===== src/rtl/gb5_pkg.sv =====
package gb5_pkg;

  // field and register widths
  localparam int PIX_W    = 8;
  localparam int COL_W    = 9;
  localparam int ROW_W    = 12;
  localparam int CFG_W    = 12;
  localparam int LAG_W    = COL_W + 2;

  // line store word: four stored rows of one column, oldest row in the low byte
  localparam int STORE_ROWS = 4;
  localparam int WORD_W     = STORE_ROWS * PIX_W;

  // window and arithmetic
  localparam int WIN_N       = 5;
  localparam int ROWSUM_W    = 14;
  localparam int TOTAL_W     = 16;
  localparam int SCALE_W     = 24;
  localparam int NORM_FACTOR = 206;
  localparam int NORM_SHIFT  = 15;
  localparam logic [PIX_W-1:0] PIX_MAX = 8'd255;

  localparam logic [3:0] GAUSS_MASK [WIN_N][WIN_N] = '{
    '{4'd2, 4'd4,  4'd5,  4'd4,  4'd2},
    '{4'd4, 4'd9,  4'd12, 4'd9,  4'd4},
    '{4'd5, 4'd12, 4'd15, 4'd12, 4'd5},
    '{4'd4, 4'd9,  4'd12, 4'd9,  4'd4},
    '{4'd2, 4'd4,  4'd5,  4'd4,  4'd2}
  };

  // register reset values
  localparam logic [COL_W-1:0] WIDTH_RESET  = 9'd256;
  localparam logic [ROW_W-1:0] HEIGHT_RESET = 12'd256;

  // stored row that holds the center row of the window after an update
  localparam logic [1:0] SLOT_CENTER = 2'd1;

  // result queue
  localparam int FIFO_DEPTH = 8;

  typedef enum logic [0:0] {
    REG_IMAGE_WIDTH  = 1'b0,
    REG_IMAGE_HEIGHT = 1'b1
  } cfg_reg_t;

  typedef struct packed {
    logic [PIX_W-1:0] pixel_in;
    logic             is_padding;
  } in_item_t;

  typedef struct packed {
    logic [PIX_W-1:0] pixel_out;
    logic             frame_end;
  } out_item_t;

  // per-item decisions made at accept time
  typedef struct packed {
    logic       is_pixel;
    logic       emit;
    logic       inner;
    logic       frame_end;
    logic       own_b;
    logic [1:0] slot;
  } ctrl_t;

  // result info carried alongside the blur pipeline
  typedef struct packed {
    logic             inner;
    logic             frame_end;
    logic [PIX_W-1:0] border;
  } pipe_t;

endpackage


===== src/rtl/gb5_conv.sv =====
module gb5_conv import gb5_pkg::*; (
  input  logic                       clk,
  input  logic                       rst_n,
  input  logic                       shift_en,
  input  logic [WIN_N-1:0][PIX_W-1:0] col_in,
  output logic [PIX_W-1:0]           blur_val
);

  logic [PIX_W-1:0]    win_r [WIN_N][WIN_N];
  logic [ROWSUM_W-1:0] rowsum_nxt [WIN_N];
  logic [ROWSUM_W-1:0] rowsum_r [WIN_N];
  logic [TOTAL_W-1:0]  total_nxt, total_r;
  logic [SCALE_W-1:0]  scaled;
  logic [PIX_W:0]      shifted;

  // 5x5 window, column 4 newest
  always_ff @(posedge clk) begin
    if (!rst_n) begin
      for (int r = 0; r < WIN_N; r++) begin
        for (int j = 0; j < WIN_N; j++) begin
          win_r[r][j] <= '0;
        end
      end
    end else if (shift_en) begin
      for (int r = 0; r < WIN_N; r++) begin
        for (int j = 0; j < WIN_N - 1; j++) begin
          win_r[r][j] <= win_r[r][j+1];
        end
        win_r[r][WIN_N-1] <= col_in[r];
      end
    end
  end

  // weighted row sums
  always_comb begin
    for (int r = 0; r < WIN_N; r++) begin
      rowsum_nxt[r] = '0;
      for (int j = 0; j < WIN_N; j++) begin
        rowsum_nxt[r] = rowsum_nxt[r]
                        + ROWSUM_W'(win_r[r][j]) * ROWSUM_W'(GAUSS_MASK[r][j]);
      end
    end
  end

  always_comb begin
    total_nxt = '0;
    for (int r = 0; r < WIN_N; r++) begin
      total_nxt = total_nxt + TOTAL_W'(rowsum_r[r]);
    end
  end

  always_ff @(posedge clk) begin
    rowsum_r <= rowsum_nxt;
    total_r  <= total_nxt;
  end

  // normalize by 1/159 in fixed point, then clip
  assign scaled   = SCALE_W'(total_r) * SCALE_W'(NORM_FACTOR);
  assign shifted  = (PIX_W+1)'(scaled >> NORM_SHIFT);
  assign blur_val = shifted[PIX_W] ? PIX_MAX : shifted[PIX_W-1:0];

endmodule


===== config.mk =====
export PLATFORM = sky130hd
export DESIGN_NAME = gb5_conv
export DESIGN_NICKNAME = d
export VERILOG_FILES = /design/src/rtl/gb5_pkg.sv /design/src/rtl/gb5_conv.sv
export SDC_FILE = /design/constraint.sdc
export NUM_CORES = 1
export LEC_CHECK = 0
export ABC_AREA = 1
export BUFFER_PORTS_ARGS = -buffer_cell sky130_fd_sc_hd__buf_2
export CORE_MARGIN = 8
export CORE_UTILIZATION = 65
export CTS_BUF_LIST = sky130_fd_sc_hd__clkbuf_16
export CTS_CLUSTER_SIZE = 28
export DETAILED_ROUTE_END_ITERATION = 16
export PLACE_DENSITY = 0.82
export SKIP_CTS_REPAIR_TIMING = 1
export SLEW_MARGIN = 20
export SYNTH_ARGS = -nofsm -noshare
export SYNTH_HDL_FRONTEND = slang
export SYNTH_SLANG_ARGS = --single-unit

===== constraint.sdc =====
create_clock -name clk -period 8.7 [get_ports clk]
set_clock_uncertainty 0.1 [all_clocks]
set_input_delay 0.87 -clock clk [delete_from_list [all_inputs] [get_ports clk]]
set_output_delay 0.87 -clock clk [all_outputs]
set_load 0.05 [all_outputs]

=== After elaboration in Yosys (flattened, before gate mapping) ===
Memory sizes are Yosys's and may differ from the RTL's.
Index checks and enable logic that the tools add are counted.

* Register bits: 86
* Latch bits: 0
* Memory bits (writable): 200
* Bits in read-only memories: 0
* Bits of input ports: 43
* Output and inout port bits: 8
* Memories: 1

* $add $sub $neg: 24
* Multipliers: 14
* Divide/modulo/power cells: 0
* Order comparisons: 0
* Eq/ne operators: 0
* Shift operators: 0
* Muxes and demuxes: 30
* Bitwise logic cells: 25
* Reduce and logical (&&, ||, !) cells: 0

{| class="wikitable"
|+ Memories
! name !! words !! width !! rd ports !! clocked after Yosys merged registers in !! wr ports !! line !! source
|-
| win_r || 5 || 40 || 5 || 0 || 5 || gb5_conv.sv:9 || <nowiki>logic [PIX_W-1:0] win_r [WIN_N][WIN_N];</nowiki>
|}

{| class="wikitable"
|+ Operators by type and width
! operator !! number
|-
| $mux 8 || 26
|-
| $mul 8x4->12 const B || 5
|-
| $mul 8x3->11 const B || 4
|-
| $add 13x12->14 || 3
|-
| $add 14x12->14 || 3
|-
| $mul 8x2->10 const B || 4
|-
| $add 16x14->16 || 2
|-
| $add 13x9->14 || 2
|-
| $add 14x10->14 || 2
|-
| $add 10x12->13 || 2
|-
| $add 12x10->13 || 2
|-
| $or 1x1->1 || 25
|-
| $add 11x11->12 || 2
|-
| $mul 16x7->23 const B || 1
|-
| $add 9x10->11 || 2
|-
| $add 15x14->16 || 1
|-
| $add 14x14->15 || 1
|-
| $add 14x11->14 || 1
|-
| $add 11x12->13 || 1
|-
| $mux 1 || 4
|}

=== Longest topological paths before layout ===
An unclocked memory read counts as a cell.

* Word-level depth: 6
* Mapped depth: 20
* Mapped depth without buffers: 20

=== Worst setup path before layout ===
OpenSTA, ideal clock, no wires.

* Path kind: input-to-reg
* Start point: input port shift_en
* End point: memory win_r[0][0] (netlist bit) (enable)
* Data arrival time: 4.125 ns
* Required time: 7.023 ns
* Setup slack: 2.898 ns
* Stages on the path: 2
* Buffers on the path: 0
* Path through: inv_1 > nand2_1

{| class="wikitable"
|+ RTL lines
! element !! line !! source
|-
| start, declared || gb5_conv.sv:4 || <nowiki>input logic shift_en,</nowiki>
|-
| end, declared || gb5_conv.sv:9 ||
|}

=== Worst setup path after layout ===
* Start point: register total_r[5]
* End point: output port blur_val[3]

* Word-level cells in the longest chain between the ends: 2

{| class="wikitable"
|+ Ends and longest elaborated chain
! element !! line !! source
|-
| start, declared || gb5_conv.sv:12 || <nowiki>logic [TOTAL_W-1:0] total_nxt, total_r;</nowiki>
|-
| start signal, assigned || gb5_conv.sv:54 || <nowiki>total_r <= total_nxt;</nowiki>
|-
| $mul 16x7->23 || gb5_conv.sv:58 || <nowiki>assign scaled = SCALE_W'(total_r) * SCALE_W'(NORM_FACTOR);</nowiki>
|-
| $mux 8 || gb5_conv.sv:60 || <nowiki>assign blur_val = shifted[PIX_W] ? PIX_MAX : shifted[PIX_W-1:0];</nowiki>
|-
| end, declared || gb5_conv.sv:6 || <nowiki>output logic [PIX_W-1:0] blur_val</nowiki>
|}

No other way between the ends.

==> results.md <==
- Status: complete, no violations
- Pre-antenna DRT Iters: 5
- Clock-pin slew on the worst setup and hold paths: 0.06 ns
- Data arrival, critical path: 4.42 ns
- Ant diodes: 0
- Netlist cell types: 30
- Ys Warns: 0
- Final hold vios: 0
- Syn avg cell area: 9.79 µm²
- Final #Nets: 3,033
- Cell Rows: 69
- Crit path top cell by count: inv_1
- Synth top area share: 25.9%
- Fin Setup TNS: 0 ns
- Critical Path Source: total_r[5]
- Vias/cell: 5.08
- CP Depth: 18
- Die Y-Extent: 205 µm
- RSZ-0062 raised after global routing: false
- Ys async rst share: 0%
- Achievable frequency: 0.186 GHz
- Worst path slowest cell: fa_1
- GRT Total Usage: 21.6%
- Commonest non-fill, non-tap cell in the layout: inv_1
- Syn_nets: 2,969
- Area Overhead vs Synth: 8.16%
- Core area: 35,400 µm²
- Depth of the worst register-to-register path: 18
- I/O pin count: 51
- Grt ovf: 0
- Max Transition Viols Final: 0
- Vias in the first global route: 16,100
- Via count: 14,900
- CP endpoint: blur_val[3]
- Hold Crit Start: win_r[0][16]
- I/O Buffers: 50
- Post-DRT Antenna Nets: 0
- Slowest stage delay, CP: 0.51 ns
- Die ar.: 42,000 µm²
- Routed WL per cell: 14.9 µm
- Worst EP required: 7.73 ns
- Setup violators final: 0
- First-pass GRT wire length: 74,400 µm
- DRC: 0
- DP HPWL: 34,600 µm
- Register area share after synthesis: 33.1%
- Crit path cell chain: ha_1 -> inv_1 -> fa_1 -> inv_1 -> fa_1 -> inv_1 -> fa_1 -> inv_1 -> ha_1 -> nand2_1 -> nor2_2 -> inv_1 -> nor2_2 -> nand3_1 -> nand4_1 -> nand2_4 -> nand2_1 -> buf_2
- Die W: 205 µm
- Largest net degree at the start of global routing: 89
- H-tree lvl count: 1
- Initial DRC Count: 811
- Max Cap Viol: 0
- CTS tree: built
- Top FF cell, synth: edfxtp_1
- Initial antenna violation count: 0
- Flops & latches, synth: 284
- DRT Wirelength: 43,500 µm
- Period minus WS final: 5.39 ns
- Final critical-path share of the clock period: 61.9%
- Min-delay worst type: flop to flop
- CP endpoint kind: output pin
- R2r endpoint: rowsum_r[40]
- Most frequent cells in the layout: inv_1, ha_1, fa_1, nor2_1, nand2_1
- Largest cells by area after synthesis: edfxtp_1, fa_1, ha_1
- Critical path's top delay family: adder cells
- Synth Instances: 2,373
- Mapped Area: 23,200 µm²
- Starting density of the core: 65.6%
- Critical Setup Path Class: flop to output pin
- Worst path bufs/invs: 6
- Clk sinks: 284
- Worst r2r src: win_r[0][89]
- Tightest Pin Transition: 1.04 ns
- Root buf cell: clkbuf_16
- Slew margin rel.: 30.8%
- Worst skew pair latency: 0.57 ns
- Worst hold stages: 0
- GPL Wtd Cong: 0.885
- Critical-path maximum fanout: 8
- Layout cell share with drive strength beyond 1: 5.28%
- CTS buffer count: 30
- CP Launch Type: flop
- Setup slack, reg-to-reg: 3.79 ns
- Synth area leader: edfxtp_1
- Number of synthesized flops with an enable pin: 200
- Clock tree buffer depth: 3
==> worst reg2reg max path, stage by stage, from the launching register on <==
cell,delay [ns]
edfxtp_1,0.47
ha_1,0.26
fa_1,0.40
nand3_1,0.09
nand3_1,0.11
xor2_1,0.18
fa_1,0.52
inv_1,0.06
fa_1,0.48
fa_1,0.54
inv_1,0.05
fa_1,0.47
inv_1,0.04
ha_1,0.35
a21oi_1,0.22
o21ai_0,0.15
nand2_1,0.08
nand4_1,0.09
xor2_1,0.15
==> through the flow <==
stage	setup WS, ns	area [µm²]	instances	hold WS (ns)	utilization [%]
after detailed placement	3.80	24000	2866	0.342	67.8
final	3.31	25100	2922	0.360	71.0
after global placement	3.89	24000	2866	0.331	67.8
after floorplan	2.90	23200	2373	0.276	-
after global routing	2.99	25100	2922	0.365	71.0
after CTS	3.27	25100	2922	0.357	71.0
==> worst min path at each step <==
stage | to | slack (ns)
after CTS | rowsum_r[56] | 0.36
final | rowsum_r[56] | 0.36
after global placement | rowsum_r[56] | 0.33
after detailed placement | rowsum_r[56] | 0.34
after global routing | rowsum_r[56] | 0.37
after floorplan | rowsum_r[0] | 0.28
==> registers in the layout, summed over array words and instances, names as in the netlist <==
name      cells
total_r      16
win_r       200
rowsum_r     68
==> Yosys cell counts (16+ instances only) <==
master and n:
dfxtp_1 84, fa_1 270, nand3_1 53, xor2_1 53
inv_1 719, nand2_1 223, nor2_1 252, edfxtp_1 200
a21oi_1 93, xnor2_1 27, clkbuf_1 22, ha_1 283
nand4_1 16, o21ai_0 25
==> per-layer routing <==
metal / share of wire [%] / up-vias / routed length, µm / track usage, %
met2: 50 / 335 / 21900 / 38.6
met3: 4.4 / 79 / 1920 / 2.67
li1: - / 7294 / - / -
met5: 0 / - / 0 / 0
met1: 43 / 7149 / 18700 / 27.5
met4: 2.2 / 0 / 971 / 5.82
==> layout make-up <==
| class | count | area, µm² |
|---|---|---|
| clock inverter | 19 | 179 |
| clock buffer | 37 | 926 |
| sequential | 284 | 7690 |
| multi-input combinational | 1347 | 12800 |
| timing repair buffer | 54 | 280 |
| fill | 2480 | 10300 |
| tap | 461 | 577 |
| inverter | 720 | 2700 |
==> cells by family after synthesis <==
family,after synthesis,share of synthesized area (%)
fa+ha+maj,553,38.5
compound gates,144,3.37
xor+xnor,80,3.02
buf+inv,742,12.0
flops,284,33.1
simple gates,570,10.0
Power is not shown: default switching activity piles up to over one toggle a cycle in this logic, so the estimate is an artifact.
