## config.mk

```make
export PLATFORM = sky130hd
export DESIGN_NAME = gb5_out_fifo
export DESIGN_NICKNAME = d
export VERILOG_FILES = /design/src/rtl/gb5_pkg.sv /design/src/rtl/gb5_out_fifo.sv
export SDC_FILE = /design/constraint.sdc
export NUM_CORES = 1
export LEC_CHECK = 0
export ABC_AREA = 1
export BUFFER_PORTS_ARGS = -buffer_cell sky130_fd_sc_hd__buf_2
export CAP_MARGIN = 10
export CORE_MARGIN = 8
export CORE_UTILIZATION = 60
export CTS_BUF_LIST = sky130_fd_sc_hd__clkbuf_16
export CTS_CLUSTER_SIZE = 10
export DETAILED_ROUTE_END_ITERATION = 8
export PLACE_DENSITY_LB_ADDON = 0.08
export SLEW_MARGIN = 20
export SYNTH_ARGS = -nofsm -noshare
export SYNTH_HDL_FRONTEND = slang
export SYNTH_SLANG_ARGS = --single-unit
```

## constraint.sdc

```tcl
create_clock -name clk -period 5.44 [get_ports clk]
set_input_delay 0 -clock clk [delete_from_list [all_inputs] [get_ports clk]]
set_output_delay 0 -clock clk [all_outputs]
set_load 0.01 [all_outputs]
```

## src/rtl/gb5_pkg.sv

```systemverilog
package gb5_pkg;

  // field and register widths
  localparam int PIX_W    = 8;
  localparam int COL_W    = 9;
  localparam int ROW_W    = 12;
  localparam int CFG_W    = 12;
  localparam int LAG_W    = COL_W + 2;

  // line store word: four stored rows of one column, oldest row in the low byte
  localparam int STORE_ROWS = 4;
  localparam int WORD_W     = STORE_ROWS * PIX_W;

  // window and arithmetic
  localparam int WIN_N       = 5;
  localparam int ROWSUM_W    = 14;
  localparam int TOTAL_W     = 16;
  localparam int SCALE_W     = 24;
  localparam int NORM_FACTOR = 206;
  localparam int NORM_SHIFT  = 15;
  localparam logic [PIX_W-1:0] PIX_MAX = 8'd255;

  localparam logic [3:0] GAUSS_MASK [WIN_N][WIN_N] = '{
    '{4'd2, 4'd4,  4'd5,  4'd4,  4'd2},
    '{4'd4, 4'd9,  4'd12, 4'd9,  4'd4},
    '{4'd5, 4'd12, 4'd15, 4'd12, 4'd5},
    '{4'd4, 4'd9,  4'd12, 4'd9,  4'd4},
    '{4'd2, 4'd4,  4'd5,  4'd4,  4'd2}
  };

  // register reset values
  localparam logic [COL_W-1:0] WIDTH_RESET  = 9'd256;
  localparam logic [ROW_W-1:0] HEIGHT_RESET = 12'd256;

  // stored row that holds the center row of the window after an update
  localparam logic [1:0] SLOT_CENTER = 2'd1;

  // result queue
  localparam int FIFO_DEPTH = 8;

  typedef enum logic [0:0] {
    REG_IMAGE_WIDTH  = 1'b0,
    REG_IMAGE_HEIGHT = 1'b1
  } cfg_reg_t;

  typedef struct packed {
    logic [PIX_W-1:0] pixel_in;
    logic             is_padding;
  } in_item_t;

  typedef struct packed {
    logic [PIX_W-1:0] pixel_out;
    logic             frame_end;
  } out_item_t;

  // per-item decisions made at accept time
  typedef struct packed {
    logic       is_pixel;
    logic       emit;
    logic       inner;
    logic       frame_end;
    logic       own_b;
    logic [1:0] slot;
  } ctrl_t;

  // result info carried alongside the blur pipeline
  typedef struct packed {
    logic             inner;
    logic             frame_end;
    logic [PIX_W-1:0] border;
  } pipe_t;

endpackage

```

## src/rtl/gb5_out_fifo.sv

```systemverilog
module gb5_out_fifo import gb5_pkg::*; (
  input  logic      clk,
  input  logic      rst_n,
  input  logic      reserve,
  input  logic      push,
  input  out_item_t push_data,
  output logic      out_valid,
  input  logic      out_stall,
  output out_item_t out_data,
  output logic      full
);

  localparam int PTR_W = $clog2(FIFO_DEPTH);
  localparam int CNT_W = PTR_W + 1;

  out_item_t        mem [FIFO_DEPTH];
  logic [CNT_W-1:0] wr_ptr_r, rd_ptr_r, pending_r, occ;
  logic             pop;

  assign occ       = wr_ptr_r - rd_ptr_r;
  assign out_valid = occ != '0;
  assign out_data  = mem[rd_ptr_r[PTR_W-1:0]];
  assign pop       = out_valid && !out_stall;

  // credit: results in flight plus results queued
  assign full = pending_r >= CNT_W'(FIFO_DEPTH);

  always_ff @(posedge clk) begin
    if (push) begin
      mem[wr_ptr_r[PTR_W-1:0]] <= push_data;
    end
  end

  always_ff @(posedge clk) begin
    if (!rst_n) begin
      wr_ptr_r  <= '0;
      rd_ptr_r  <= '0;
      pending_r <= '0;
    end else begin
      if (push) begin
        wr_ptr_r <= wr_ptr_r + CNT_W'(1);
      end
      if (pop) begin
        rd_ptr_r <= rd_ptr_r + CNT_W'(1);
      end
      pending_r <= pending_r + CNT_W'(reserve) - CNT_W'(pop);
    end
  end

  // every queued or arriving result was reserved at accept time
  a_push_reserved: assert property (@(posedge clk) disable iff (!rst_n)
    push |-> (occ < pending_r))
    else $error("result pushed without a reservation");

  a_occ_bound: assert property (@(posedge clk) disable iff (!rst_n)
    occ <= pending_r)
    else $error("queue holds more results than reserved");

endmodule

```

Word level (Yosys, flattened, before mapping)
Memory sizes are Yosys's and may differ from the RTL's. A register that Yosys moved wholly into a read port is not among the register bits.
Cells that the tools add are included.
{ "word_totals": {"output_inout_bits": 11, "ram_bits": 72, "latch_bits": 0, "n_memories": 1, "rom_bits": 0, "elab_cells": 17, "reg_bits": 12} }
{ "classes": {"mux": 4, "n_shift": 0, "n_eq_ne": 0, "magnitude_cmp": 1, "mul": 0, "div": 0, "n_reduce_logical": 3, "bitwise": 0, "n_addsub": 5} }
{ "memory_table": {"columns": ["memory", "depth", "width", "read_ports", "rd_ports_with_merged_regs", "wr", "line_no", "rtl"], "rows": [
  ["mem", 8, 9, 1, 1, 1, "gb5_out_fifo.sv:16", "out_item_t mem [FIFO_DEPTH];"]
]} }
{ "ops": {"columns": ["cell", "n"], "rows": [
  ["$add 4x1->4 const B", 2],
  ["$mux 3", 2],
  ["$add 4x1->4", 1],
  ["$ge 4x4->1 const B", 1],
  ["$reduce_bool 4->1", 1],
  ["$sub 4x1->4", 1],
  ["$sub 4x4->4", 1],
  ["$mux 1", 2],
  ["$logic_and 1x1->1", 1],
  ["$logic_not 1->1", 1]
]} }

Logic depth before layout (Yosys ltp)
{ "depth": {"ltp_word": 5, "mapped_depth": 18} }

Worst setup path after synthesis
OpenSTA, ideal clock, no wires.
{ "synth_timing": {"path_type": "register -> register", "from": "register rd_ptr_r[2]", "to": "register pending_r[2]", "path_stages_with_launch": 15, "path_slack_ns": 3.142, "arrival_ns": 2.183, "required_ns": 5.325, "period_less_slack_ns": 2.298, "path_cell_list": "dfxtp_1 inv_1 ha_1 or2_1 nand2_1 nand2_1 nand2_1 nand2_2 buf_6 nand3_1 nand2_1 ha_1 fa_1 xnor2_1 nor2_1"} }
{ "synth_via": {"elab_chain_len": 4} }
{ "synth_rtl": {"columns": ["element", "line_no", "rtl"], "rows": [
  ["start, declared", "gb5_out_fifo.sv:17", "logic [CNT_W-1:0] wr_ptr_r, rd_ptr_r, pending_r, occ;"],
  ["start signal, assigned", "gb5_out_fifo.sv:44", "rd_ptr_r <= rd_ptr_r + CNT_W'(1);"],
  ["$sub 4x4->4", "gb5_out_fifo.sv:20", "assign occ = wr_ptr_r - rd_ptr_r;"],
  ["$reduce_bool 4->1", "gb5_out_fifo.sv:21", "assign out_valid = occ != '0;"],
  ["via out_valid", "gb5_out_fifo.sv:7", "output logic out_valid,"],
  ["$logic_and 1x1->1", "gb5_out_fifo.sv:23", "assign pop = out_valid && !out_stall;"],
  ["$sub 4x1->4", "gb5_out_fifo.sv:46", "pending_r <= pending_r + CNT_W'(reserve) - CNT_W'(pop);"],
  ["end signal, assigned", "gb5_out_fifo.sv:46", null],
  ["end, declared", "gb5_out_fifo.sv:17", null]
]} }
The timed path passes the listed nets, and every way through them passes these cells.
A chain may end at the register's enable or synchronous reset.

Worst setup path after layout
{ "layout_timing": {"from": "register rd_ptr_r[2]", "to": "register pending_r[2]"} }
{ "layout_via": {"elab_chain_len": 4} }
{ "layout_rtl": {"columns": ["element", "line_no"], "rows": [
  ["$sub 4x4->4", "gb5_out_fifo.sv:20"],
  ["$reduce_bool 4->1", "gb5_out_fifo.sv:21"],
  ["$logic_and 1x1->1", "gb5_out_fifo.sv:23"],
  ["$sub 4x1->4", "gb5_out_fifo.sv:46"]
]} }
No other way between the ends.

==> impl_metrics.json <==
{
  "status": "finished clean",
  "cts_root_buf": "clkbuf_16",
  "synth_cell_types": 25,
  "grt_overflow_total": 0,
  "yosysMostFrequentCell": "nor2_1",
  "grt_first_pass_wirelength_mm": 11.7,
  "setup_violations": 0,
  "critPathKind": "reg -> reg",
  "diodes": 0,
  "syn-num-nets": 354,
  "worstMarginPinSlew_ps": 1060,
  "place.gp.congestion": 0.713,
  "hold_path.class": "in -> reg",
  "multi_input_area_um2": 1010,
  "post_dp_cell_area_um2": 3780,
  "cts_tree": "yes",
  "worst_slack_ps": 3010,
  "rsz0062_at_grt": "no",
  "yosys_most_used_dff": "edfxtp_1",
  "first_pass_iters": 4,
  "pin_count": 25,
  "postCtsSetupBuffers": 0,
  "num_vias": 2426,
  "nets": 388,
  "instances_no_fill": 444,
  "start_kind": "flip-flop",
  "worstPathCellList": "inv_1 > ha_1 > or2_1 > nand2_1 > nand2_1 > nand2_1 > nand2_2 > nand3_1 > nand2_1 > ha_1 > fa_1 > xnor2_1 > nor2_1",
  "wl_per_cell_um": 17.0,
  "avgViaCountPerCell": 5.46,
  "crit_path_frequent_cell": "nand2_1",
  "final_hold_viol_count": 0,
  "clockBufferDepth": 2,
  "ys_ff_latch": 87,
  "die-area_um2": 8820,
  "yosys_warnings": 0,
  "placed_cells": 417,
  "start_util_pct": 61.9,
  "ys_async_sr_fraction_pct": 0,
  "syn_avg_cell_area_um2": 11.0,
  "worstPathArrival_ps": 2640,
  "power.density_nw_per_um2": 417,
  "fin_area_um2": 4200,
  "synth_common_cells": "nor2_1, edfxtp_1, o21ai_0",
  "synthCells": 330,
  "slowest_stage": "fa_1",
  "drt-total-wl_mm": 7.53,
  "synth_edf_count": 72,
  "worst_skew_pair.late_latency_ps": 330,
  "crit_fanout": 11,
  "antenna_found_initial": 0,
  "ir_drop_mv": 0.288,
  "cts.clk_slew.worst_paths_ps": 70,
  "synth_top_area_share_pct": 59.3,
  "fin_skew_ps": 7.21,
  "relSlewSlack_pct": 29.2,
  "fp.dieW_um": 93.9,
  "grt_max_degree": 38,
  "route.detailed.drc": 0,
  "htreeDepth": 3,
  "die_h_um": 93.9,
  "grt.total_usage_pct": 17.9,
  "fin_crit_sh_pct": 44.6,
  "cap_violations": 0,
  "seqCellArea_um2": 2460,
  "fmax_mhz": 412,
  "syn2layout_area_growth_pct": 15.3,
  "std_cell_rows": 28,
  "hpwl_mm": 4.46,
  "ant_nets": 0,
  "yosys.area.top_type": "edfxtp_1",
  "cts_buffers": 9,
  "netlist_area_um2": 3640,
  "crit_path_max_incr_delay_ps": 380,
  "post-place-ws_ps": 3010,
  "critPathCaptureType": "flip-flop",
  "n_fill_cell": 431,
  "grt_pass1_vias": 2289,
  "numPortBuffers": 24,
  "design.core.area_um2": 5890,
  "required_ps": 5660,
  "cts_sinks": 87,
  "drtIter0Drc": 166,
  "min_period_ps": 2430,
  "synth_area_leaders": "edfxtp_1, nor2_1, dfxtp_1",
  "p_leak_nw": 1.58,
  "ys_seq_area_share_pct": 67.6,
  "setup_tns_ps": 0,
  "slew_violations": 0,
  "drive_gt1_share_pct": 11.9
}
flip-flops by register name, summed over array words and instances (netlist names), named ones only:
register	flops
rd_ptr_r	4
wr_ptr_r	4
mem	72
pending_r	4
stage by stage:
| stage | total power, mW | utilization [%] | hold WS, ps |
|---|---|---|---|
| global route | 1.83 | 71.4 | 5.76 |
| global placement | 1.11 | 64.2 | 266 |
| floorplan | 1.04 | - | 98.9 |
| detailed placement | 1.12 | 64.2 | 265 |
| CTS | 1.77 | 71.4 | 3.85 |
| finish | 1.75 | 71.4 | 12.6 |
placed cells by master (no fill, tap or decap), drive strengths merged:
cell / instances
xnor2: 1
nor2: 87
inv: 23
a31oi: 9
clkinvlp: 1
fa: 1
nand3: 8
or2: 1
dfxtp: 15
clkbuf: 9
ha: 9
nor3: 3
a31o: 1
o21ai: 38
clkinv: 4
a21oi: 8
o22ai: 9
dlygate4sd3: 11
edfxtp: 72
nand2: 32
bufinv: 2
buf: 25
power breakdown:
part           switching [mW]  total [mW]  internal (mW)
sequential             0.0247       0.778          0.754
clock                   0.241       0.640          0.399
combinational           0.207       0.335          0.128
cell type report:
cell class | instances | share of cell area, %
timing repair buffer | 36 | 5.66
tap | 75 | 2.23
inverter | 23 | 2.05
multi-input combinational | 207 | 24.0
sequential | 87 | 58.6
clock inverter | 7 | 2.11
clock buffer | 9 | 5.36
kinds of logic after synthesis:
| group | synth area share, % |
|---|---|
| AOI/OAI and AO/OA | 9.75 |
| buffers and inverters | 4.77 |
| DFF | 67.6 |
| adders and majority gates | 3.64 |
| xor gates and xnor gates | 0.240 |
| and+or+nand+nor | 14.0 |
critical path: cells and delay by family, from the launching register on:
kind          cells  cell delay [ps]
fa+ha+maj         3              880
xor+xnor          1              170
buf+inv           1               60
flops             1              350
simple gates      8              850
timing repair:
item                                   in CTS  in global routing
gates resized for setup                     0                  0
endpoints found under the hold margin      70                  0
hold buffers                               11                  0
path summary, 6_finish.rpt:
kind | startpoint | end | slack [ps] | cells after the start
max | rd_ptr_r[2] | pending_r[2] | 3010 | 13
min | push_data[5] | mem[0][5] | 10 | 1
max reg2reg | rd_ptr_r[2] | pending_r[2] | 3010 | 13
min reg2reg | wr_ptr_r[0] | wr_ptr_r[0] | 510 | 2
per-layer routing:
metal / global-route usage, % / vias up / wire length [um]
met5: 0 / - / 0
met4: 6.34 / 0 / 51
met3: 3.92 / 7 / 371
met2: 31.2 / 57 / 3910
met1: 21.1 / 1145 / 3200
li1: - / 1217 / -
Note: power is estimated with default switching activity, not from simulation.
