File: src/rtl/gb5_pkg.sv
package gb5_pkg;

  // field and register widths
  localparam int PIX_W    = 8;
  localparam int COL_W    = 9;
  localparam int ROW_W    = 12;
  localparam int CFG_W    = 12;
  localparam int LAG_W    = COL_W + 2;

  // line store word: four stored rows of one column, oldest row in the low byte
  localparam int STORE_ROWS = 4;
  localparam int WORD_W     = STORE_ROWS * PIX_W;

  // window and arithmetic
  localparam int WIN_N       = 5;
  localparam int ROWSUM_W    = 14;
  localparam int TOTAL_W     = 16;
  localparam int SCALE_W     = 24;
  localparam int NORM_FACTOR = 206;
  localparam int NORM_SHIFT  = 15;
  localparam logic [PIX_W-1:0] PIX_MAX = 8'd255;

  localparam logic [3:0] GAUSS_MASK [WIN_N][WIN_N] = '{
    '{4'd2, 4'd4,  4'd5,  4'd4,  4'd2},
    '{4'd4, 4'd9,  4'd12, 4'd9,  4'd4},
    '{4'd5, 4'd12, 4'd15, 4'd12, 4'd5},
    '{4'd4, 4'd9,  4'd12, 4'd9,  4'd4},
    '{4'd2, 4'd4,  4'd5,  4'd4,  4'd2}
  };

  // register reset values
  localparam logic [COL_W-1:0] WIDTH_RESET  = 9'd256;
  localparam logic [ROW_W-1:0] HEIGHT_RESET = 12'd256;

  // stored row that holds the center row of the window after an update
  localparam logic [1:0] SLOT_CENTER = 2'd1;

  // result queue
  localparam int FIFO_DEPTH = 8;

  typedef enum logic [0:0] {
    REG_IMAGE_WIDTH  = 1'b0,
    REG_IMAGE_HEIGHT = 1'b1
  } cfg_reg_t;

  typedef struct packed {
    logic [PIX_W-1:0] pixel_in;
    logic             is_padding;
  } in_item_t;

  typedef struct packed {
    logic [PIX_W-1:0] pixel_out;
    logic             frame_end;
  } out_item_t;

  // per-item decisions made at accept time
  typedef struct packed {
    logic       is_pixel;
    logic       emit;
    logic       inner;
    logic       frame_end;
    logic       own_b;
    logic [1:0] slot;
  } ctrl_t;

  // result info carried alongside the blur pipeline
  typedef struct packed {
    logic             inner;
    logic             frame_end;
    logic [PIX_W-1:0] border;
  } pipe_t;

endpackage

File: src/rtl/gb5_ctrl.sv
module gb5_ctrl import gb5_pkg::*; #(
  parameter int MAX_WIDTH = 256,
  parameter int AW        = 8
) (
  input  logic             clk,
  input  logic             rst_n,
  input  logic             cfg_we,
  input  logic [0:0]       cfg_index,
  input  logic [CFG_W-1:0] cfg_wdata,
  input  logic             accept,
  input  in_item_t         in_data,
  output logic             issue,
  output logic             reserve,
  output ctrl_t            ctrl,
  output logic [AW-1:0]    addr_a,
  output logic [AW-1:0]    addr_b
);

  logic [COL_W-1:0] width_r;
  logic [ROW_W-1:0] height_r;
  logic [COL_W-1:0] in_col_r, out_col_r;
  logic [ROW_W-1:0] in_row_r, out_row_r;
  logic [LAG_W-1:0] diff_r;

  logic [COL_W-1:0] w_eff;
  logic [ROW_W-1:0] h_eff;
  logic [LAG_W-1:0] lag;
  logic             is_pix, done, restart;
  logic [COL_W-1:0] ic, oc;
  logic [ROW_W-1:0] ir, orw;
  logic [LAG_W-1:0] df;
  logic             emit;
  logic [ROW_W:0]   orw_p2;
  logic [COL_W:0]   oc_p2;
  logic [COL_W-1:0] in_col_nxt, out_col_nxt;
  logic [ROW_W-1:0] in_row_nxt, out_row_nxt;
  logic [LAG_W-1:0] diff_nxt;

  // effective frame size
  always_comb begin
    if (width_r == '0) begin
      w_eff = COL_W'(1);
    end else if (int'(width_r) > MAX_WIDTH) begin
      w_eff = COL_W'(MAX_WIDTH);
    end else begin
      w_eff = width_r;
    end
  end

  assign h_eff = (height_r == '0) ? ROW_W'(1) : height_r;
  assign lag   = LAG_W'({w_eff, 1'b0}) + LAG_W'(2);

  // a pixel after a complete frame starts the next one
  assign is_pix  = !in_data.is_padding;
  assign done    = in_row_r >= h_eff;
  assign restart = is_pix && done;

  assign ic  = restart ? '0 : in_col_r;
  assign ir  = restart ? '0 : in_row_r;
  assign oc  = restart ? '0 : out_col_r;
  assign orw = restart ? '0 : out_row_r;
  assign df  = restart ? '0 : diff_r;

  // result due: two rows and two columns behind on pixels, flush on padding
  assign emit = is_pix ? ((df >= lag) && (orw < h_eff)) : (done && (orw < h_eff));

  assign orw_p2 = {1'b0, orw} + (ROW_W+1)'(2);
  assign oc_p2  = {1'b0, oc} + (COL_W+1)'(2);

  always_comb begin
    ctrl.is_pixel  = is_pix;
    ctrl.emit      = emit;
    ctrl.inner     = is_pix && (orw >= ROW_W'(2)) && (orw_p2 < {1'b0, h_eff})
                     && (oc >= COL_W'(2)) && (oc_p2 < {1'b0, w_eff});
    ctrl.frame_end = (orw == h_eff - ROW_W'(1)) && (oc == w_eff - COL_W'(1));
    ctrl.own_b     = is_pix && (ic == oc);
    ctrl.slot      = is_pix ? SLOT_CENTER : (orw[1:0] - h_eff[1:0]);
  end

  assign issue   = accept && (is_pix || emit);
  assign reserve = accept && emit;
  assign addr_a  = AW'(ic);
  assign addr_b  = AW'(oc);

  // counter advance
  always_comb begin
    in_col_nxt  = ic;
    in_row_nxt  = ir;
    out_col_nxt = oc;
    out_row_nxt = orw;
    if (is_pix) begin
      if (ic + COL_W'(1) == w_eff) begin
        in_col_nxt = '0;
        in_row_nxt = ir + ROW_W'(1);
      end else begin
        in_col_nxt = ic + COL_W'(1);
      end
    end
    if (emit) begin
      if (oc + COL_W'(1) == w_eff) begin
        out_col_nxt = '0;
        out_row_nxt = orw + ROW_W'(1);
      end else begin
        out_col_nxt = oc + COL_W'(1);
      end
    end
    diff_nxt = df + LAG_W'(is_pix) - LAG_W'(emit);
  end

  // registers and position counters; any register write restarts the frame
  always_ff @(posedge clk) begin
    if (!rst_n) begin
      width_r   <= WIDTH_RESET;
      height_r  <= HEIGHT_RESET;
      in_col_r  <= '0;
      in_row_r  <= '0;
      out_col_r <= '0;
      out_row_r <= '0;
      diff_r    <= '0;
    end else if (cfg_we) begin
      unique case (cfg_reg_t'(cfg_index))
        REG_IMAGE_WIDTH:  width_r  <= cfg_wdata[COL_W-1:0];
        REG_IMAGE_HEIGHT: height_r <= cfg_wdata[ROW_W-1:0];
      endcase
      in_col_r  <= '0;
      in_row_r  <= '0;
      out_col_r <= '0;
      out_row_r <= '0;
      diff_r    <= '0;
    end else if (accept) begin
      in_col_r  <= in_col_nxt;
      in_row_r  <= in_row_nxt;
      out_col_r <= out_col_nxt;
      out_row_r <= out_row_nxt;
      diff_r    <= diff_nxt;
    end
  end

  // output position never runs ahead of the input position, nor more than one lag behind it
  a_diff_bound: assert property (@(posedge clk) disable iff (!rst_n)
    diff_r <= lag)
    else $error("result position more than one lag behind input");

  a_row_order: assert property (@(posedge clk) disable iff (!rst_n)
    out_row_r <= in_row_r)
    else $error("output row ahead of input row");

endmodule

File: config.mk
export PLATFORM = sky130hd
export DESIGN_NAME = gb5_ctrl
export DESIGN_NICKNAME = d
export VERILOG_FILES = /design/src/rtl/gb5_pkg.sv /design/src/rtl/gb5_ctrl.sv
export SDC_FILE = /design/constraint.sdc
export NUM_CORES = 1
export LEC_CHECK = 0
export BUFFER_PORTS_ARGS = -buffer_cell sky130_fd_sc_hd__buf_2
export CAP_MARGIN = 20
export CORE_MARGIN = 2
export CORE_UTILIZATION = 47
export DETAILED_ROUTE_END_ITERATION = 7
export GPL_ROUTABILITY_DRIVEN = 0
export MAX_ROUTING_LAYER = met4
export PLACE_DENSITY_LB_ADDON = 0.15
export SYNTH_ARGS = -nofsm -noshare
export SYNTH_HDL_FRONTEND = slang
export SYNTH_SLANG_ARGS = --single-unit
File: constraint.sdc
create_clock -name clk -period 6.24 [get_ports clk]
set_input_delay 0 -clock clk [delete_from_list [all_inputs] [get_ports clk]]
set_output_delay 0 -clock clk [all_outputs]
set_load 0.005 [all_outputs]
# Word-level counts from Yosys, hierarchy flattened
# Cells that the tools add are included.
# totals
register_bits,74
out_inout_bits,25
elab_cells,70
# classes
add_sub_neg,12
order_cmp,8
eq_ne,5
n_mux,18
bitwise_logic,2
n_reduce_logical,18
# ops
operator,count
2-to-1 mux 12 bit,7
2-to-1 mux 9 bit,8
== test 9 bit,4
adder 12 x 1 -> 12 bit (second input constant),2
adder 9 x 1 -> 9 bit (second input constant),2
adder 12 x 2 -> 13 bit (second input constant),1
less-than comparator 13 x 12 -> 1 bit,1
== test 12 bit,1
greater-or-equal comparator 12 bit,1
greater-or-equal comparator 12 x 2 -> 1 bit (second input constant),1
logical NOT 12 bit,1
less-than comparator 12 bit,1
subtractor 12 x 1 -> 12 bit (second input constant),1
adder 10 x 2 -> 11 bit (second input constant),1
adder 11 x 1 -> 11 bit,1
greater-or-equal comparator 11 bit,1
logical AND 1 bit,11
2-to-1 mux 11 bit,1
subtractor 11 x 1 -> 11 bit,1
adder 9 x 2 -> 10 bit (second input constant),1
less-than comparator 10 x 9 -> 1 bit,1
greater-or-equal comparator 9 x 2 -> 1 bit (second input constant),1
> comparator 9 bit (second input constant),1
logical NOT 9 bit,1
9 further kinds,11

# Depth between registers and ports, before layout
# depth
word_depth,10
mapped_depth,36
depth_no_buf,35

# Worst setup path after synthesis
# Ideal clock, no wire load.
# synth_timing
kind,reg2reg
startpoint,register height_r[4]
endpoint,register diff_r[10]
t_arrival_ps,6487
path_slack_ps,-370
stages_incl_launch_ff,37
path_buffers,2
period_less_slack_ps,6610
path_cell_list,dfxtp_1 > inv_1 > nand4_1 > nor2_1 > a21oi_1 > inv_1 > ha_1 > nand2b_4 > a2111oi_4 > nor4_4 > nor2_2 > clkbuf_1 > buf_1 > nand2_1 > inv_1 > ha_1 > a21o_1 > a21o_1 > a211o_1 > a311oi_1 > o21ai_0 > nand3_2 > inv_1 > ha_1 > inv_1 > ha_1 > inv_1 > fa_1 > nor2b_1 > o31a_1 > o21ai_0 > nand2_1 > o32ai_1 > nor3_1 > a211oi_1 > a211o_1 > nand3_1
# synth_via
elab_chain_len,9
elab_cells_between_ends,13
cone_classes,2 x add/sub; 3 x order compare; 4 x mux; 4 x reduce/logical
# synth_lines
element,line_no,text
start: declaration,gb5_ctrl.sv:20,logic [ROW_W-1:0] height_r;
start signal: assignment,gb5_ctrl.sv:123,REG_IMAGE_HEIGHT: height_r <= cfg_wdata[ROW_W-1:0];
logical NOT 12 bit,gb5_ctrl.sv:50,assign h_eff = (height_r == '0) ? ROW_W'(1) : height_r;
2-to-1 mux 12 bit (*),gb5_ctrl.sv:50,
greater-or-equal comparator 12 bit,gb5_ctrl.sv:55,assign done = in_row_r >= h_eff;
logical AND 1 bit,gb5_ctrl.sv:56,assign restart = is_pix && done;
2-to-1 mux 12 bit / 2-to-1 mux 11 bit (equally long branches),"gb5_ctrl.sv:61, gb5_ctrl.sv:62",
less-than comparator 12 bit / greater-or-equal comparator 11 bit (equally long branches),gb5_ctrl.sv:65,assign emit = is_pix ? ((df >= lag) && (orw < h_eff)) : (done && (orw < h_eff));
logical AND 1 bit,gb5_ctrl.sv:65,
2-to-1 mux 1 bit (*),gb5_ctrl.sv:65,
named net emit,gb5_ctrl.sv:32,logic emit;
subtractor 11 x 1 -> 11 bit (*),gb5_ctrl.sv:107,diff_nxt = df + LAG_W'(is_pix) - LAG_W'(emit);
end signal: assignment,gb5_ctrl.sv:135,diff_r <= diff_nxt;
end: declaration,gb5_ctrl.sv:23,logic [LAG_W-1:0] diff_r;
# The timed path passes the listed nets; every way through them passes the cells marked *.
# A chain may end at the register's enable or synchronous reset.

# Final worst setup path
# layout_timing
startpoint,register height_r[10]
endpoint,register diff_r[10]
# layout_via
elab_chain_len,9
elab_cells_between_ends,13
cone_classes,2 x add/sub; 3 x order compare; 4 x mux; 4 x reduce/logical
# layout_lines
element,line_no
logical NOT 12 bit,gb5_ctrl.sv:50
2-to-1 mux 12 bit (*),gb5_ctrl.sv:50
greater-or-equal comparator 12 bit,gb5_ctrl.sv:55
logical AND 1 bit,gb5_ctrl.sv:56
2-to-1 mux 12 bit / 2-to-1 mux 11 bit (equally long branches),"gb5_ctrl.sv:61, gb5_ctrl.sv:62"
less-than comparator 12 bit / greater-or-equal comparator 11 bit (equally long branches),gb5_ctrl.sv:65
logical AND 1 bit,gb5_ctrl.sv:65
2-to-1 mux 1 bit,gb5_ctrl.sv:65
subtractor 11 x 1 -> 11 bit (*),gb5_ctrl.sv:107
# Mark *: on every way between the ends. The rest lies on a longest branch, timed or not.

==> flow_metrics.py <==
metrics = {
    "global_route": {
        "grt.total_usage": 0.281,
        "overflow": 0,
        "grt_pass1_vias": 7245,
        "antenna_found_initial": 0,
        "grt_pass1_wl_mm": 38.8,
        "grt_start_max_net_pins": 35,
    },
    "route": {
        "first_pass_iters": 5,
        "detail_route.wirelength_mm": 24.2,
        "via_per_inst": 5.97,
        "routedWlPerCell_microns": 18.2,
        "detail_route.iter0.violations": 557,
        "post-route-drc-count": 0,
        "postRouteAntennaNets": 0,
        "vias": 7935,
    },
    "final_layout": {
        "final_cell_mix": "130 x nand2_1, 76 x nor2_1, 71 x ha_1, 69 x dfxtp_1, 61 x a21oi_1",
        "fillers": 1632,
        "post-route-util": 0.539,
        "layoutNonFillerInstCount": 1329,
        "stdcell_area_sq_mm": 0.00891,
        "ff_latch_area_sq_mm": 0.00149,
        "layout_commonest_cell": "nand2_1",
        "drive_above_1_share": 0.166,
        "n_antenna_cell": 0,
        "syn_to_final_growth_pct": 12.4,
        "multi_input_area_sq_mm": 0.00591,
        "fin_nets": 1206,
    },
    "synthesis": {
        "synth_seq_area_share": 0.187,
        "synthesis.area_sq_mm": 0.00793,
        "yosys_warnings": 0,
        "yosys.area.top_type_share": 0.187,
        "synth.area.top_cells": "dfxtp_1 19%, ha_1 12%, nand2_1 6.3%",
        "synth-edff-count": 0,
        "yosysUniqueCellTypes": 96,
        "ys_dominant_reg_cell": "dfxtp_1",
        "syn_avg_cell_area_sq_um": 7.48,
        "syn_nets": 1160,
        "synthCells": 1059,
        "async_flop_share": 0,
        "ys_ff_latch": 74,
        "synth.largest_area_cell": "dfxtp_1",
    },
    "critical_path": {
        "crit_type": "reg2reg",
        "cp_top_family": "compound AO/OA/AOI/OAI gates",
        "timing.critical_path.required_ns": 6.48,
        "end_kind": "register",
        "cp-start-kind": "register",
        "crit_fanout": 4,
        "cpMaxStageDelayCell": "fa_2",
        "max_stage_delay_ns": 0.39,
        "worstPathBufferInverterCount": 8,
        "crit_arrival_ns": 6.14,
    },
    "cts": {
        "clock-root-buffer": "clkbuf_16",
        "clock_latency_ns": 0.36,
        "cts_buffers": 9,
        "htree_levels": 3,
        "clk_pin_slew_ns": 0.06,
        "cts.path.max_buffers": 2,
        "clkSinkCount": 74,
        "cts_tree": "yes",
    },
    "timing": {
        "period_minus_slack_ns": 5.90,
        "fmax_ghz": 0.169,
        "clock_skew_ns": 0.0105,
        "tightest_slew_ns": 1.06,
        "drv_slew": 0,
        "finalSetupViolCount": 0,
        "hold_violations": 0,
        "relSlewSlack": 0.291,
        "finalCritPeriodShare": 0.946,
    },
    "placed_design": {
        "dp_cells": 1297,
        "portBuffers": 42,
        "place.detailed.hpwl_mm": 18.4,
        "placed_cell_area_sq_mm": 0.00839,
    },
    "pwr": {
        "power_density_mw_per_mm2": 162,
        "ir_drop_mv": 0.132,
        "leakagePower_uw": 0.00365,
        "p_total_uw": 1440,
    },
    "job": {
        "maxCapViolCount": 0,
    },
    "die": {
        "initial_utilization": 0.480,
        "die_area_sq_mm": 0.0179,
        "die_y_microns": 134,
        "boundaryPins": 51,
        "core-area_sq_mm": 0.0165,
        "rows": 47,
        "die_w_microns": 134,
    },
    "min_path": {
        "hold_class": "in2reg",
    },
    "outcome": {
        "status": "complete, no violations",
    },
}
## cell usage after synthesis, types with 8 or more instances
master and number:
a22oi_1 8, o21ai_0 45, nand2_1 133, a31oi_1 11, xor2_1 21, o211ai_1 11, a211oi_1 9, a21o_1 10
a211o_1 8, inv_1 55, dfxtp_1 74, nor2_1 76, nand2b_1 8, nand3_1 41, ha_1 73, clkbuf_1 38
nor4_1 9, a21boi_0 22, nand4_1 25, nor3_1 30, buf_4 9, nor2b_1 16, buf_2 8, and3_1 36
a21oi_1 63, xnor2_1 48
## stage by stage
step                      hold WS [ns]  setup TNS, ns  setup slack [ns]
after floorplan                  0.138              0           0.00115
after global placement           0.257              0             0.103
after detailed placement         0.262       -0.00302          -0.00302
after CTS                      0.00703              0            0.0533
after global routing            0.0590        -0.0441           -0.0441
final                           0.0167              0             0.339
## state kept, by name, indices dropped and copies added, names as in the netlist
register / cells
diff_r: 11
out_row_r: 12
width_r: 9
height_r: 12
in_col_r: 9
out_col_r: 9
in_row_r: 12
## worst register-to-register path, delay by kind of cell, from the launching register on
family          cells  cell delay (ns)
compound gates     12             1.72
fa+ha+maj           6             1.58
simple gates       11             1.51
buf+inv             8             0.66
flops               1             0.33
## cell type report
cell class,count,share of cell area
clock buffer,11,0.0273
clock inverter,4,0.00323
inverter,59,0.0249
multi-input combinational,854,0.664
sequential,74,0.167
tap,220,0.0309
timing repair buffer,107,0.0826
## routing by layer
metal / GRT usage / vias to the layer above / wire length (microns)
met4: 0.0892 / 0 / 517
met3: 0.0461 / 36 / 1430
met5: - / - / 0
li1: - / 3897 / -
met2: 0.439 / 237 / 11100
met1: 0.373 / 3765 / 11100
## cells by family after synthesis
logic type	after synthesis	synth area share
adder cells (fa/ha/maj)	75	0.120
other	1	0.000473
buffers and inverters	131	0.0780
AO/OA/AOI/OAI	257	0.224
AND/OR/NAND/NOR	442	0.297
multiplexers	7	0.00916
flip-flops	74	0.187
XOR/XNOR	72	0.0848
## final timing paths
| kind | cells after the start | slack, ns | from | to |
|---|---|---|---|---|
| worst min register to register | 2 | 0.46 | height_r[11]$_SDFFE_PN0P_ | height_r[11]$_SDFFE_PN0P_ |
| worst max-delay path | 37 | 0.34 | height_r[10]$_SDFFE_PN0P_ | diff_r[10]$_SDFFE_PP0P_ |
| worst min-delay path | 2 | 0.02 | rst_n | width_r[8]$_SDFFE_PN1P_ |
| worst max register to register | 37 | 0.34 | height_r[10]$_SDFFE_PN0P_ | diff_r[10]$_SDFFE_PP0P_ |
## timing repair
action / 4_1_cts / 5_1_grt
hold buffers: 12 / 0
gates resized for setup: 2 / 30
endpoints found under the hold margin: 21 / 0
setup endpoints to repair: 1 / 4
buffers inserted: 0 / 5
pin swaps: 0 / 19
## power by group
group	internal [uW]	switching [uW]	total, uW
clock	278	221	499
sequential	488	18.7	507
combinational	187	249	436
Note: power is estimated with default switching activity, not from simulation.
